$ cat src/rtl/dcb_pkg.sv
// shared types and constants for the display capture blend core
`default_nettype none

package dcb_pkg;

    localparam int LINE_W   = 8;
    localparam int PIX_W    = 8;
    localparam int APIX_W   = 32;
    localparam int BPIX_W   = 16;
    localparam int BANK_W   = 2;
    localparam int ADDR_W   = 16;
    localparam int DATA_W   = 16;
    localparam int DIRTY_W  = 9;
    localparam int CHAN_W   = 5;
    localparam int WEIGHT_W = 5;
    localparam int MODE_W   = 2;
    localparam int SIZE_W   = 2;
    localparam int BLOCK_W  = 2;
    localparam int CFG_IDX_W  = 3;
    localparam int CFG_DATA_W = 5;

    localparam int BLOCK_SHIFT = 14;
    localparam int BASE_W      = BLOCK_W + BLOCK_SHIFT + 1;
    localparam int PROD_W      = CHAN_W + WEIGHT_W;
    localparam int SUM_W       = PROD_W;
    localparam int ROUND_SHIFT = 4;

    localparam logic [WEIGHT_W-1:0] WEIGHT_MAX = WEIGHT_W'(16);
    localparam logic [CHAN_W-1:0]   CHAN_MAX   = {CHAN_W{1'b1}};
    localparam logic [SUM_W-1:0]    ROUND_ADD  = SUM_W'(8);

    localparam logic [CFG_IDX_W-1:0] CFG_MODE     = 3'd0;
    localparam logic [CFG_IDX_W-1:0] CFG_WEIGHT_A = 3'd1;
    localparam logic [CFG_IDX_W-1:0] CFG_WEIGHT_B = 3'd2;
    localparam logic [CFG_IDX_W-1:0] CFG_SIZE     = 3'd3;
    localparam logic [CFG_IDX_W-1:0] CFG_BLOCK    = 3'd4;
    localparam logic [CFG_IDX_W-1:0] CFG_BANK     = 3'd5;

    localparam logic [MODE_W-1:0] MODE_SRC_A = 2'd0;
    localparam logic [MODE_W-1:0] MODE_SRC_B = 2'd1;

    localparam logic [SIZE_W-1:0] SIZE_128X128 = 2'd0;

    typedef struct packed {
        logic [LINE_W-1:0] line_number;
        logic [PIX_W-1:0]  pixel_index;
        logic [APIX_W-1:0] a_pixel;
        logic [BPIX_W-1:0] b_pixel;
        logic              b_present;
        logic              bank_mapped;
    } pixel_t;

    typedef struct packed {
        logic               write_enable;
        logic [BANK_W-1:0]  write_bank;
        logic [ADDR_W-1:0]  write_address;
        logic [DATA_W-1:0]  write_data;
        logic [DIRTY_W-1:0] dirty_block;
    } result_t;

    typedef logic [CHAN_W-1:0] chan3_t [3];
    typedef logic [PROD_W-1:0] prod3_t [3];

endpackage

`default_nettype wire

$ cat src/rtl/display_capture_blend_core.sv
// top level of the display capture blend core, a three stage pixel pipeline
//
// usage: one capture pixel beat enters on pixel when start is high; busy is
// always low, so a beat may be offered in every clock cycle. each beat gives
// exactly one result beat on result, marked by done for one cycle, after
// the stage 1, stage 2 and output registers. throughput is one beat per
// cycle; the beat passes the three register stages (geometry and channel
// decode, channel by weight multiply, rounded sum and saturation).
// configuration: cfg_write with cfg_index and cfg_data writes one register
// at the edge; registers must be written only while no beat is in flight,
// which the block does not enforce. outside the capture area or with an
// unmapped bank the result carries a cleared write; a pixel past the line
// width still reports the dirty block. reset clears all configuration
// registers and the stage valid bits; no result is produced until a beat
// is accepted. the receiver cannot stall, so the pipeline never holds.
`default_nettype none

module display_capture_blend_core
(
    input  wire logic                              clk,
    input  wire logic                              rst_n,
    input  wire logic                              start,
    output logic                                   busy,
    input  wire dcb_pkg::pixel_t                   pixel,
    input  wire logic                              cfg_write,
    input  wire logic [dcb_pkg::CFG_IDX_W-1:0]     cfg_index,
    input  wire logic [dcb_pkg::CFG_DATA_W-1:0]    cfg_data,
    output logic                                   done,
    output dcb_pkg::result_t                       result
);
    import dcb_pkg::*;

    // configuration registers
    logic [MODE_W-1:0]   mode_reg;
    logic [WEIGHT_W-1:0] weight_a_reg;
    logic [WEIGHT_W-1:0] weight_b_reg;
    logic [SIZE_W-1:0]   size_reg;
    logic [BLOCK_W-1:0]  block_reg;
    logic [BANK_W-1:0]   bank_reg;

    always_ff @(posedge clk or negedge rst_n)
    begin
        if (!rst_n)
        begin
            mode_reg     <= '0;
            weight_a_reg <= '0;
            weight_b_reg <= '0;
            size_reg     <= '0;
            block_reg    <= '0;
            bank_reg     <= '0;
        end
        else if (cfg_write)
        begin
            case (cfg_index)
                CFG_MODE:     mode_reg     <= cfg_data[MODE_W-1:0];
                CFG_WEIGHT_A: weight_a_reg <= cfg_data[WEIGHT_W-1:0];
                CFG_WEIGHT_B: weight_b_reg <= cfg_data[WEIGHT_W-1:0];
                CFG_SIZE:     size_reg     <= cfg_data[SIZE_W-1:0];
                CFG_BLOCK:    block_reg    <= cfg_data[BLOCK_W-1:0];
                CFG_BANK:     bank_reg     <= cfg_data[BANK_W-1:0];
                default:      ;
            endcase
        end
    end

    assign busy = 1'b0;

    logic accept;
    assign accept = start && !busy;

    // stage 1: geometry, channel decode, effective weights
    logic [LINE_W-1:0]   height;
    logic                wide;
    logic                line_ok;
    logic                pix_ok;
    logic [ADDR_W-1:0]   line_off;
    logic [BASE_W-1:0]   base;
    chan3_t              chan_a;
    chan3_t              chan_b;
    logic                alpha_a;
    logic                alpha_b;
    logic [WEIGHT_W-1:0] eva;
    logic [WEIGHT_W-1:0] evb;
    logic [WEIGHT_W-1:0] wa_eff;
    logic [WEIGHT_W-1:0] wb_eff;
    logic [DATA_W-1:0]   a15;
    logic [DATA_W-1:0]   direct_data;

    always_comb
    begin
        wide    = (size_reg != SIZE_128X128);
        height  = wide ? {size_reg, 6'b0} : 8'd128;
        line_ok = (pixel.line_number < height) && pixel.bank_mapped;
        pix_ok  = wide || !pixel.pixel_index[PIX_W-1];
        line_off = wide ? {pixel.line_number, 8'b0}
                        : {1'b0, pixel.line_number, 7'b0};
        base = {1'b0, block_reg, {BLOCK_SHIFT{1'b0}}} + {1'b0, line_off};

        for (int i = 0; i < 3; i++)
        begin
            chan_a[i] = pixel.a_pixel[8*i+1 +: CHAN_W];
            chan_b[i] = pixel.b_pixel[CHAN_W*i +: CHAN_W];
        end
        alpha_a = (pixel.a_pixel[31:24] != 8'd0);
        alpha_b = pixel.b_pixel[15] && pixel.b_present;

        eva    = (weight_a_reg > WEIGHT_MAX) ? WEIGHT_MAX : weight_a_reg;
        evb    = (weight_b_reg > WEIGHT_MAX) ? WEIGHT_MAX : weight_b_reg;
        wa_eff = alpha_a ? eva : '0;
        wb_eff = alpha_b ? evb : '0;

        a15 = {alpha_a, chan_a[2], chan_a[1], chan_a[0]};
        if (mode_reg == MODE_SRC_A)
            direct_data = a15;
        else
            direct_data = pixel.b_present ? pixel.b_pixel : '0;
    end

    logic                s1_valid_reg;
    logic                s1_line_ok_reg;
    logic                s1_pix_ok_reg;
    logic                s1_blend_reg;
    logic [BASE_W-1:0]   s1_base_reg;
    logic [PIX_W-1:0]    s1_pix_reg;
    chan3_t              s1_chan_a_reg;
    chan3_t              s1_chan_b_reg;
    logic [WEIGHT_W-1:0] s1_wa_reg;
    logic [WEIGHT_W-1:0] s1_wb_reg;
    logic [DATA_W-1:0]   s1_direct_reg;

    always_ff @(posedge clk or negedge rst_n)
    begin
        if (!rst_n)
            s1_valid_reg <= 1'b0;
        else
            s1_valid_reg <= accept;
    end

    always_ff @(posedge clk)
    begin
        s1_line_ok_reg <= line_ok;
        s1_pix_ok_reg  <= pix_ok;
        s1_blend_reg   <= (mode_reg != MODE_SRC_A) && (mode_reg != MODE_SRC_B);
        s1_base_reg    <= base;
        s1_pix_reg     <= pixel.pixel_index;
        s1_chan_a_reg  <= chan_a;
        s1_chan_b_reg  <= chan_b;
        s1_wa_reg      <= wa_eff;
        s1_wb_reg      <= wb_eff;
        s1_direct_reg  <= direct_data;
    end

    // stage 2: channel by weight products, address
    prod3_t             prod_a;
    prod3_t             prod_b;
    logic [ADDR_W-1:0]  address;

    always_comb
    begin
        for (int i = 0; i < 3; i++)
        begin
            prod_a[i] = PROD_W'(s1_chan_a_reg[i]) * PROD_W'(s1_wa_reg);
            prod_b[i] = PROD_W'(s1_chan_b_reg[i]) * PROD_W'(s1_wb_reg);
        end
        address = s1_base_reg[ADDR_W-1:0] + {{(ADDR_W-PIX_W){1'b0}}, s1_pix_reg};
    end

    logic               s2_valid_reg;
    logic               s2_line_ok_reg;
    logic               s2_pix_ok_reg;
    logic               s2_blend_reg;
    logic               s2_alpha_reg;
    logic [ADDR_W-1:0]  s2_address_reg;
    logic [DIRTY_W-1:0] s2_dirty_reg;
    prod3_t             s2_prod_a_reg;
    prod3_t             s2_prod_b_reg;
    logic [DATA_W-1:0]  s2_direct_reg;

    always_ff @(posedge clk or negedge rst_n)
    begin
        if (!rst_n)
            s2_valid_reg <= 1'b0;
        else
            s2_valid_reg <= s1_valid_reg;
    end

    always_ff @(posedge clk)
    begin
        s2_line_ok_reg <= s1_line_ok_reg;
        s2_pix_ok_reg  <= s1_pix_ok_reg;
        s2_blend_reg   <= s1_blend_reg;
        s2_alpha_reg   <= (s1_wa_reg != '0) || (s1_wb_reg != '0);
        s2_address_reg <= address;
        s2_dirty_reg   <= s1_base_reg[BASE_W-1:8];
        s2_prod_a_reg  <= prod_a;
        s2_prod_b_reg  <= prod_b;
        s2_direct_reg  <= s1_direct_reg;
    end

    // stage 3: rounded sum, saturation, result beat
    chan3_t            blend_chan;
    logic [SUM_W-1:0]  sum;
    logic [SUM_W-ROUND_SHIFT-1:0] scaled;
    logic [DATA_W-1:0] data;
    result_t           result_next;

    always_comb
    begin
        sum    = '0;
        scaled = '0;
        for (int i = 0; i < 3; i++)
        begin
            sum    = s2_prod_a_reg[i] + s2_prod_b_reg[i] + ROUND_ADD;
            scaled = sum[SUM_W-1:ROUND_SHIFT];
            blend_chan[i] = scaled[SUM_W-ROUND_SHIFT-1] ? CHAN_MAX
                                                         : scaled[CHAN_W-1:0];
        end
        data = s2_blend_reg
             ? {s2_alpha_reg, blend_chan[2], blend_chan[1], blend_chan[0]}
             : s2_direct_reg;

        result_next = '0;
        if (s2_line_ok_reg)
        begin
            result_next.dirty_block = s2_dirty_reg;
            if (s2_pix_ok_reg)
            begin
                result_next.write_enable  = 1'b1;
                result_next.write_bank    = bank_reg;
                result_next.write_address = s2_address_reg;
                result_next.write_data    = data;
            end
        end
    end

    logic    done_reg;
    result_t result_reg;

    always_ff @(posedge clk or negedge rst_n)
    begin
        if (!rst_n)
            done_reg <= 1'b0;
        else
            done_reg <= s2_valid_reg;
    end

    always_ff @(posedge clk)
    begin
        result_reg <= result_next;
    end

    assign done   = done_reg;
    assign result = result_reg;

endmodule

`default_nettype wire
$ cat config.mk
export PLATFORM = sky130hd
export DESIGN_NAME = display_capture_blend_core
export DESIGN_NICKNAME = d
export VERILOG_FILES = /design/src/rtl/dcb_pkg.sv /design/src/rtl/display_capture_blend_core.sv
export SDC_FILE = /design/constraint.sdc
export NUM_CORES = 1
export LEC_CHECK = 0
export ABC_CLOCK_PERIOD_IN_PS = 3350
export BUFFER_PORTS_ARGS = -buffer_cell sky130_fd_sc_hd__buf_4
export CAP_MARGIN = 20
export CORE_MARGIN = 2
export CORE_UTILIZATION = 54
export DETAILED_ROUTE_END_ITERATION = 16
export GPL_TIMING_DRIVEN = 0
export PLACE_DENSITY = 0.87
export SETUP_SLACK_MARGIN = 0.05
export SLEW_MARGIN = 40
export SYNTH_ARGS = -nofsm -noshare
export SYNTH_HDL_FRONTEND = slang
export SYNTH_SLANG_ARGS = --single-unit
$ cat constraint.sdc
create_clock -name clk -period 3.35 [get_ports clk]
set_input_delay 0.335 -clock clk [delete_from_list [all_inputs] [get_ports clk]]
set_output_delay 0.335 -clock clk [all_outputs]
set_load 0.005 [all_outputs]
* Word level (Yosys, flattened, before mapping) *
Index checks and enable logic that the tools add are counted.

word-level totals
  bits in registers = 254
  input port bits = 78
  output and inout port bits = 46
  word-level logic and storage cells = 101

operators by class
  $add $sub $neg = 8
  multiply operators = 6
  magnitude comparators = 3
  equal/unequal tests = 6
  mux-type cells = 11
  bitwise operators = 2
  reductions and logical operators = 22

operators with widths
  cell                                                  number
  2-to-1 mux 16 bit                                     4
  multiplier 5 x 5 -> 10 bit                            6
  2-to-1 mux 35 bit                                     1
  adder 10 bit                                          3
  adder 10 x 4 -> 10 bit, second input constant         3
  2-to-1 mux 5 bit                                      5
  adder 16 x 16 -> 17 bit                               1
  adder 16 x 8 -> 16 bit                                1
  AND reduction 2 bit                                   7
  greater-than comparator 5 bit, second input constant  2
  nonzero test 5 bit                                    2
  less-than comparator 8 bit                            1
  2-to-1 mux 8 bit                                      1
  nonzero test 8 bit                                    1
  == test 3 x 2 -> 1 bit, second input constant         2
  == test 3 bit, second input constant                  2
  nonzero test 2 bit                                    2
  OR reduction 2 bit                                    2
  == test 3 x 1 -> 1 bit, second input constant         1
  logical AND 1 bit                                     3
  zero test 3 bit                                       1
  zero test 2 bit                                       1
  logical OR 1 bit                                      2
  != test 2 x 1 -> 1 bit, second input constant         1
  other kinds (2)                                       3

* Depth between registers and ports, before layout *
Gate-level depths: netlist of the first run.

  depth in word-level cells = 5
  depth in mapped cells = 14
  gate-level depth less buffers = 13

* Least setup slack after synthesis of the first run *
OpenSTA, ideal clock, no wires.

  path type = reg2reg
  from = reg s1_wb_reg[4]
  to = reg s2_prod_b_reg[8] (netlist bit)
  library setup time = 0.072 ns
  arrival time = 3.443 ns
  data required time = 3.278 ns
  path slack = -0.165 ns
  cell stages (with the launch flop) = 14
  path buffers = 1
  clock period less this slack = 3.515 ns
  cells stage by stage = dfxtp_1 > clkbuf_1 > nand2_1 > fa_1 > fa_1 > fa_1 > inv_1 > ha_1 > nor2b_1 > o21ai_0 > nand2b_1 > a21o_1 > a21oi_1 > xnor2_1

RTL lines
  element                   RTL line                           RTL
  start: declaration        display_capture_blend_core.sv:128  logic [WEIGHT_W-1:0] s1_wb_reg;
  start signal: assignment  display_capture_blend_core.sv:149  s1_wb_reg <= wb_eff;
  end signal: assignment    display_capture_blend_core.sv:196  s2_prod_b_reg <= prod_b;
  end: declaration          display_capture_blend_core.sv:176  prod3_t s2_prod_b_reg;

==> impl_metrics.tcl, run 1 <==
set metrics [dict create \
    powerDensity_nw_per_um2 646 \
    row_count 54 \
    fin_crit_ns 3.42 \
    cts_tree "built" \
    arrival_ns 3.84 \
    tightestPinTransition_ns 0.774 \
    endpoint_kind "flop" \
    synthFlopType "dfxtp_1" \
    clockRootBuffer "clkbuf_16" \
    portBuffers 112 \
    place_area_um2 13200 \
    numCtsBuffers 25 \
    ys_async_sr_fraction 0.0850 \
    grt_pass1_wl_um 46900 \
    fin_area_um2 15100 \
    final.setup_skew_ns 0.0279 \
    num_io_pins 124 \
    final_util 0.695 \
    syn-mean-instance-area_um2 10.7 \
    setup_slack_ns -0.0675 \
    critPathTopFamily "adder cells" \
    grt_setup_unrepaired "yes" \
    syn-cell-area_um2 12000 \
    overflow 0 \
    ys_warn_count 0 \
    vias_per_cell 5.49 \
    fmax_ghz 0.293 \
    rrSetupSlack_ns -0.07 \
    synth_top_family_by_area "adder cells" \
    largest_register_ffs 44 \
    dieArea_um2 23400 \
    setup_viol 2 \
    cpPeakStageDelay_ns 0.54 \
    relSlewSlack 0.484 \
    start_kind "flop" \
    synth_seq_area_share 0.422 \
    post_drt_wl_per_cell_um 18.7 \
    ir_worst_vdd_mv 0.517 \
    outcome "complete, but fails checks" \
    grt_pass1_vias 9452 \
    syn_inst 1121 \
    vias 8937 \
    syn_nets 1411 \
    synth_edf_count 0 \
    cp_common_cell "ha_1" \
    cap_viol_max_count 0 \
    place.gp.congestion 0.864 \
    muxShareOfSynthArea 0.0244 \
    critPathBufInv 1 \
    dp_hpwl_um 19700 \
    crit_required_ns 3.77 \
    syn2layout_area_growth_pct 26.4 \
    synth_cell_types 40 \
    clk_latency_ns 0.54 \
    finalNonFillerCells 1628 \
    drive_gt1_frac 0.230 \
    final_nets 1621 \
    numClockSinks 247 \
    cp_slowest_cell "fa_1" \
    finalMaxSlewViolations 0 \
    dp.cells 1513 \
    crit_type "flop to flop" \
    initial_core_util 0.550 \
    die_y_um 153 \
    htreeDepth 1 \
    hold_class "primary input to flop" \
    grt_max_degree 22 \
    worstPathCellList "buf_4 -> and2_1 -> ha_1 -> ha_1 -> fa_1 -> ha_1 -> a21o_1 -> a21oi_4 -> o21ai_2 -> o41ai_4 -> xor2_1" \
    synthAdderAreaFrac 0.256 \
    synth-compound-area-share 0.0644 \
    ant_nets 0 \
    finalHoldViolCount 0 \
    synth_xor_xnor_area_share 0.0446 \
    violations "negative setup slack" \
    cts.path.max_buffers 3 \
    die_x_um 153 \
    p_leak_nw 7.47 \
    drc_errors 0 \
    synthSimpleGateAreaFrac 0.147 \
    grt_antenna_before_repair 0 \
    path_clk_slew_ns 0.07 \
    wl_um 30400 \
    core_um2 21800 \
    synth_seq_cells 247 \
    drt_iter0_drc 409 \
    firstDrtPassIters 5 \
    grt_use_total 0.252 \
    insertedDiodeCount 0 \
    path_max_fanout 6 \
    min_period_over_period 1.02 \
]
[metrics by stage]
stage          setup TNS [ns]  setup slack [ns]  hold WS, ns  total power, W
6_report               -0.100           -0.0675       0.0505         0.00977
5_1_grt                -0.506            -0.167       0.0508          0.0102
4_1_cts                     0           0.00501       0.0442         0.00951
3_5_place_dp            -4.28            -0.400        0.230         0.00654
3_3_place_gp            -3.19            -0.316        0.224         0.00639
2_1_floorplan               0            0.0552       0.0394         0.00567
[cells by family after synthesis]
logic type	after synthesis
muxes	26
and+or+nand+nor	339
DFF	247
adders and majority gates	212
xor gates and xnor gates	61
AOI/OAI and AO/OA	106
other	1
buffers and inverters	129
[final timing paths]
path,depth (start not counted),from,to
max,11,s1_wa_reg[2]$_SDFF_PP0_,s2_prod_a_reg[9]$_DFF_P_
min,2,pixel[61],s1_base_reg[11]$_DFF_P_
max reg2reg,11,s1_wa_reg[2]$_SDFF_PP0_,s2_prod_a_reg[9]$_DFF_P_
min reg2reg,0,s1_pix_reg[2]$_DFF_P_,s2_address_reg[2]$_DFF_P_
max in group asynchronous,2,rst_n,weight_a_reg[0]$_DFFE_PN0P_
min in group asynchronous,2,rst_n,weight_b_reg[2]$_DFFE_PN0P_
[timing repair]
action                     4_1_cts  5_1_grt
resized for setup               57       46
pin swaps                       37       64
hold endpoints to repair        61        0
setup endpoints to repair       23       17
hold buffers                    40        0
setup buffers                   18       14
[worst reg2reg max path, stage by stage (launching register included)]
cell and delay (ns):
dfxtp_4 0.35, buf_4 0.15, and2_1 0.14, ha_1 0.33
ha_1 0.35, fa_1 0.55, ha_1 0.34, a21o_1 0.20
a21oi_4 0.18, o21ai_2 0.10, o41ai_4 0.35, xor2_1 0.30
[power breakdown]
group          leakage [nW]  internal [W]  switching [W]  total, W
clock                 0.398       0.00157        0.00117   0.00274
sequential             2.14       0.00349       0.000281   0.00377
combinational          4.94       0.00147        0.00178   0.00325
total                  7.47       0.00653        0.00323   0.00977
[final cells by class]
| type | instances | area (um2) |
|---|---|---|
| multi-input cells | 745 | 6810 |
| fillers | 1409 | 6630 |
| flip-flops and latches | 247 | 5070 |
| repair buffers | 183 | 1480 |
| clock buffers | 33 | 707 |
| inverters | 104 | 390 |
| well taps | 280 | 350 |
| plain buffers | 25 | 219 |
| clock inverters | 11 | 97.6 |
[placed cells by master, fill, tap and decap left out, types with 24 or more instances in the layout]
cell type and instances:
o21ai_0 24, clkbuf_16 31, inv_1 97, nor2_1 40, dlygate4sd3_1 40, mux2_2 25, and2_1 118, fa_1 52
nand2_1 98, xnor2_1 37, buf_4 143, dfxtp_1 218, ha_1 150
[metal layers]
metal	vias up	GRT usage	wire length [um]	part of all wire
met3	122	0.0445	2180	0.071
met2	379	0.459	15400	0.50
li1	4112	-	-	-
met5	-	0	0	0
met4	0	0.131	1750	0.057
met1	4324	0.282	11200	0.37
[Yosys cell counts, types with 2 or more instances]
| library cell | instances | area [um2] |
|---|---|---|
| dfxtp_1 | 226 | 4520 |
| ha_1 | 157 | 1960 |
| and2_1 | 118 | 738 |
| nand2_1 | 108 | 405 |
| inv_1 | 104 | 390 |
| fa_1 | 55 | 1100 |
| nor2_1 | 42 | 158 |
| xnor2_1 | 40 | 350 |
| o21ai_0 | 33 | 165 |
| mux2_2 | 25 | 282 |
| and3_1 | 23 | 144 |
| clkbuf_1 | 23 | 86.3 |
| a21oi_1 | 22 | 110 |
| dfrtp_1 | 21 | 526 |
| xor2_1 | 21 | 184 |
| nor3_1 | 13 | 65.1 |
| a21o_1 | 12 | 90.1 |
| a31oi_1 | 9 | 56.3 |
| o221a_2 | 9 | 101 |
| nor2b_1 | 7 | 43.8 |
| nand3_1 | 6 | 30.0 |
| o41ai_1 | 6 | 52.6 |
| a2111oi_4 | 3 | 82.6 |
| a211oi_1 | 3 | 22.5 |
| a221oi_2 | 3 | 45.0 |
| nand2b_1 | 3 | 18.8 |
| nand4_1 | 3 | 18.8 |
| nand4_2 | 3 | 37.5 |
| nor3_2 | 3 | 30.0 |
| o21a_1 | 3 | 22.5 |
| o21bai_1 | 3 | 22.5 |
| or2b_1 | 3 | 22.5 |
| or4_1 | 3 | 22.5 |
| nor4_1 | 2 | 12.5 |
(Power assumes the default switching activity.)
==> run 2: changes to the inputs <==
Settings changed: CORE_UTILIZATION 54 to 50, CTS_BUF_LIST set to sky130_fd_sc_hd__clkbuf_4, PLACE_DENSITY 0.87 to 0.82.
==> run 2 against run 1 <==
The run now ends clean. Critical path depth increased by 2. Global-route usage decreased by 2.3 points. Design area increased by 0.51%. Maximum frequency grew 2.6%. Combinational power shrank 4%. Clock skew increased by 0.014 ns. Highest routed layer unchanged. Non-clock buffer count rose by 15. Largest cell class unchanged. Die area rose by 7.8%. Utilization is 4.8 points lower. Flip-flop and latch count unchanged. Sequential power about the same. Via count grew 0.18%.
==> impl_metrics.tcl, run 2 (synthesized netlist as in run 1, its figures left out) <==
set metrics [dict create \
    tightestPinTransition_ns 0.703 \
    num-fill-cells 1671 \
    die_y_um 159 \
    vias_per_cell 5.12 \
    dp_hpwl_um 19600 \
    ant_nets 0 \
    cap_viol_max_count 0 \
    crit_type "flop to flop" \
    p_leak_nw 7.57 \
    vias 8953 \
    layout_commonest_cell "dfxtp_1" \
    fmax_ghz 0.300 \
    crit_required_ns 3.94 \
    syn2layout_area_growth_pct 27.1 \
    drive_gt1_frac 0.245 \
    holdWs_ns 0.0690 \
    worstPathCellList "clkbuf_16 -> nand2_2 -> fa_1 -> fa_1 -> fa_1 -> inv_2 -> ha_4 -> nor2b_1 -> o21ai_1 -> nand2b_1 -> a21o_1 -> a21oi_2 -> xnor2_1" \
    portBuffers 112 \
    cpPeakStageDelay_ns 0.55 \
    setup_viol 0 \
    grt_max_degree 22 \
    cp_slowest_cell "fa_1" \
    hold_class "primary input to flop" \
    grt_pass1_wl_um 46400 \
    post_drt_wl_per_cell_um 16.5 \
    die_x_um 159 \
    start_kind "flop" \
    total_power_w 0.00940 \
    core_um2 23500 \
    min_period_over_period 0.994 \
    num_io_pins 124 \
    initial_core_util 0.510 \
    powerDensity_nw_per_um2 618 \
    endpoint_kind "flop" \
    firstDrtPassIters 5 \
    cts_tree "built" \
    finalHoldViolCount 0 \
    path_clk_slew_ns 0.09 \
    finalMaxSlewViolations 0 \
    cts.path.max_buffers 3 \
    fin_crit_ns 3.33 \
    outcome "finished clean" \
    clockRootBuffer "clkbuf_4" \
    grt_pass1_vias 9442 \
    dieArea_um2 25200 \
    arrival_ns 3.92 \
    overflow 0 \
    setup-tns-final_ns 0 \
    ir_worst_vdd_mv 0.421 \
    drt_iter0_drc 413 \
    row_count 56 \
    path_max_fanout 6 \
    place.gp.congestion 0.872 \
    grt_antenna_before_repair 1 \
    largest_register_ffs 44 \
    relSlewSlack 0.531 \
    htreeDepth 2 \
    wl_um 28900 \
    grt_setup_unrepaired "yes" \
    clk_latency_ns 0.69 \
    drc_errors 0 \
    numCtsBuffers 59 \
    grt_use_total 0.230 \
    numClockSinks 247 \
    final.setup_skew_ns 0.0421 \
    cp_common_cell "fa_1" \
    final_nets 1670 \
    final_cell_mix "dfxtp_1 (217), ha_1 (151), buf_4 (141)" \
]
[run 2: layout make-up]
type / instances / area (um2) / share of cell area
Tap cell: 319 / 399 / 0.0262
Antenna cell: 1 / 2.50 / 0.000165
Clock inverter: 19 / 108 / 0.00708
Inverter: 104 / 390 / 0.0257
Timing Repair Buffer: 199 / 1640 / 0.108
Buffer: 24 / 204 / 0.0134
Multi-Input combinational cell: 745 / 6700 / 0.441
Sequential cell: 247 / 5080 / 0.334
Clock buffer: 91 / 683 / 0.0449
[run 2: what timing repair did]
action	4_1_cts	5_1_grt
resized for setup	56	26
pin swaps	42	41
endpoints found under the setup margin	22	17
endpoints found under the hold margin	104	0
buffers inserted	17	13
hold buffers	58	0
[run 2: power by group]
part           internal (W)  switching [W]  leakage (nW)  total [W]
clock               0.00132        0.00120         0.476    0.00252
sequential          0.00349       0.000275          2.14    0.00377
combinational       0.00143        0.00168          4.96    0.00312
[run 2: path summary, 6_finish.rpt]
path	startpoint	to	slack [ns]	cells past startpoint
max	s1_wa_reg[4]$_SDFF_PN0_	s2_prod_a_reg[8]$_DFF_P_	0.02	13
min	pixel[44]	s1_direct_reg[15]$_DFF_P_	0.07	4
max reg2reg	s1_wa_reg[4]$_SDFF_PN0_	s2_prod_a_reg[8]$_DFF_P_	0.02	13
min reg2reg	s1_direct_reg[0]$_DFF_P_	s2_direct_reg[0]$_DFF_P_	0.30	0
max in group asynchronous	rst_n	weight_a_reg[3]$_DFFE_PN0P_	3.02	2
min in group asynchronous	rst_n	done$_DFF_PN0_	0.09	2
[run 2: through the flow]
step           cell area [um2]  instances   util  setup WS, ns
2_1_floorplan            12000       1121      -        0.0552
3_3_place_gp             13300       1552  0.566        -0.321
3_5_place_dp             13300       1552  0.566        -0.372
4_1_cts                  15000       1736  0.640        0.0493
5_1_grt                  15200       1749  0.648       -0.0703
6_report                 15200       1749  0.648        0.0196
[run 2: per-layer routing]
metal  up-vias  GRT usage  part of all wire  wire length, um
li1       4252          -                 -                -
met1      4288      0.266              0.39            11400
met2       343      0.404              0.50            14500
met3        70     0.0522             0.068             1970
met4         0      0.105             0.038             1110
met5         -          0                 0                0
[run 2: critical path: cells and delay by family (launching register included)]
family | cells | cell delay [ns]
buffers and inverters | 2 | 0.21
flip-flops | 1 | 0.35
AND/OR/NAND/NOR | 3 | 0.30
AO/OA/AOI/OAI | 3 | 0.51
adder cells (fa/ha/maj) | 4 | 1.75
XOR/XNOR | 1 | 0.14
==> run 3: changes to the inputs <==
Settings changed: REMOVE_ABC_BUFFERS set to 1.
==> run 3 against run 2 <==
The flow now finishes with violations (negative setup slack). First-iteration DRC count shrank 12%. Wire length shrank 3.4%. Worst setup slack lost 0.049 ns. Via count shrank 1.6%. Clock skew grew 0.017 ns. Design area shrank 0.46%. Flip-flop and latch count is the same. Clock power grew 4%. Final cell count shrank 0.97%. Global-route usage shrank 1.1 points. Maximum frequency shrank 1.5%. Clock-buffer cell count grew 5. Largest power group unchanged.
==> impl_metrics.tcl, run 3 (synthesized netlist as in run 1, its figures left out) <==
set metrics [dict create \
    outcome "complete, but fails checks" \
    violations "negative setup slack" \
    hold_class "primary input to asynchronous set/reset pin" \
    crit_type "flop to flop" \
    syn2layout_area_growth_pct 26.5 \
    setup_viol 1 \
    row_count 56 \
    start_kind "flop" \
    powerDensity_nw_per_um2 619 \
    final_cell_mix "dfxtp_1 (210), ha_1 (151), buf_4 (143)" \
    dp.cells 1529 \
    tightestPinTransition_ns 0.792 \
    wl_met3_um 1430 \
    grt_pass1_wl_um 44600 \
    vias 8814 \
    portBuffers 113 \
    clockRootBuffer "clkbuf_4" \
    fmax_ghz 0.296 \
    top_layer_used "met4" \
    num_io_pins 124 \
    wl_met1_um 11100 \
    cts_tree "built" \
    finalHoldViolCount 0 \
    grt_use_total 0.219 \
    r2r-end "s2_prod_b_reg[8]$_DFF_P_" \
    dieArea_um2 25200 \
    ir_worst_vdd_mv 0.433 \
    core_um2 23500 \
    overflow 0 \
    path_clk_slew_ns 0.07 \
    arrival_ns 3.91 \
    relSlewSlack 0.472 \
    grt_antenna_before_repair 1 \
    numCtsBuffers 66 \
    ff2ff_path_depth 13 \
    post_drt_wl_per_cell_um 16.1 \
    numClockSinks 247 \
    clk_latency_ns 0.68 \
    min_period_over_period 1.01 \
    final_nets 1660 \
    ant_nets 0 \
    wl_met2_um 14400 \
    die_y_um 159 \
    htreeDepth 3 \
    path_max_fanout 5 \
    layout_commonest_cell "dfxtp_1" \
    drive_gt1_frac 0.253 \
    drc_errors 0 \
    finalNonFillerCells 1732 \
    largest_register_ffs 44 \
    crit_required_ns 3.88 \
    p_leak_nw 7.52 \
    die_x_um 159 \
    drt_iter0_drc 365 \
    setup_slack_ns -0.0295 \
    rrSetupSlack_ns -0.03 \
    total_power_w 0.00938 \
    initial_core_util 0.510 \
    wl_um 27900 \
    grt_setup_unrepaired "yes" \
    grt_max_degree 29 \
    dp_hpwl_um 17500 \
    vias_per_cell 5.09 \
    final.setup_skew_ns 0.0594 \
    cap_viol_max_count 0 \
    endpoint_kind "flop" \
    holdWs_ns 0.0698 \
    grt_pass1_vias 9418 \
    finalMaxSlewViolations 0 \
    cts.path.max_buffers 3 \
    place.gp.congestion 0.820 \
    regToRegStartpoint "s1_wb_reg[2]$_SDFF_PP0_" \
    firstDrtPassIters 5 \
    fin_crit_ns 3.38 \
]
[run 3: area by class of cell]
class / count / area (um2)
diodes: 1 / 2.50
flip-flops and latches: 247 / 5080
fillers: 1718 / 8340
inverters: 104 / 390
clock buffers: 96 / 721
clock inverters: 14 / 104
well taps: 319 / 399
repair buffers: 206 / 1740
multi-input cells: 745 / 6690
[run 3: metal layers]
layer | vias to the layer above | global-route usage
met1 | 4227 | 0.243
met3 | 88 | 0.0470
li1 | 4230 | -
met2 | 269 | 0.392
met5 | - | 0
met4 | 0 | 0.114
[run 3: timing repair]
| item | 4_1_cts | 5_1_grt |
|---|---|---|
| pin swaps | 19 | 41 |
| hold endpoints to repair | 105 | 0 |
| setup endpoints to repair | 30 | 12 |
| setup buffers | 26 | 7 |
| hold buffers | 59 | 0 |
| gates resized for setup | 47 | 32 |
[run 3: where the power goes]
part	internal, W	switching (W)
clock	0.00140	0.00123
combinational	0.00139	0.00150
sequential	0.00350	0.000358
total	0.00628	0.00309
[run 3: critical path, stage by stage, from the launching register on]
cell	delay (ns)
dfxtp_4	0.40
buf_12	0.11
nand2_4	0.04
fa_1	0.48
fa_1	0.53
fa_1	0.57
inv_2	0.05
ha_4	0.23
nor2b_4	0.12
o21ai_1	0.13
nand2b_1	0.10
a21o_1	0.17
a21oi_2	0.14
xnor2_1	0.16
[run 3: worst max path at each step]
stage                                           to  cells after the start  slack, ns                     from
after CTS                 s2_prod_a_reg[8]$_DFF_P_                     12       0.05  s1_wa_reg[3]$_SDFF_PP0_
after floorplan           s2_prod_b_reg[8]$_DFF_P_                     12      -0.04  s1_wb_reg[4]$_SDFF_PN0_
after detailed placement  s2_prod_b_reg[9]$_DFF_P_                     10      -0.63  s1_wb_reg[4]$_SDFF_PN0_
after global routing      s2_prod_b_reg[8]$_DFF_P_                     13      -0.09  s1_wb_reg[2]$_SDFF_PP0_
final                     s2_prod_b_reg[8]$_DFF_P_                     13      -0.03  s1_wb_reg[2]$_SDFF_PP0_
after global placement    s2_prod_b_reg[9]$_DFF_P_                     10      -0.50  s1_wb_reg[4]$_SDFF_PN0_
[run 3: stage by stage]
step	cell area, um2	setup TNS, ns	setup WS, ns	utilization
final	15100	-0.0295	-0.0295	0.645
after detailed placement	13200	-9.54	-0.629	0.560
after floorplan	11900	-0.169	-0.0419	-
after global routing	15100	-0.273	-0.0865	0.645
after global placement	13100	-7.16	-0.498	0.559
after CTS	15000	0	0.0514	0.637
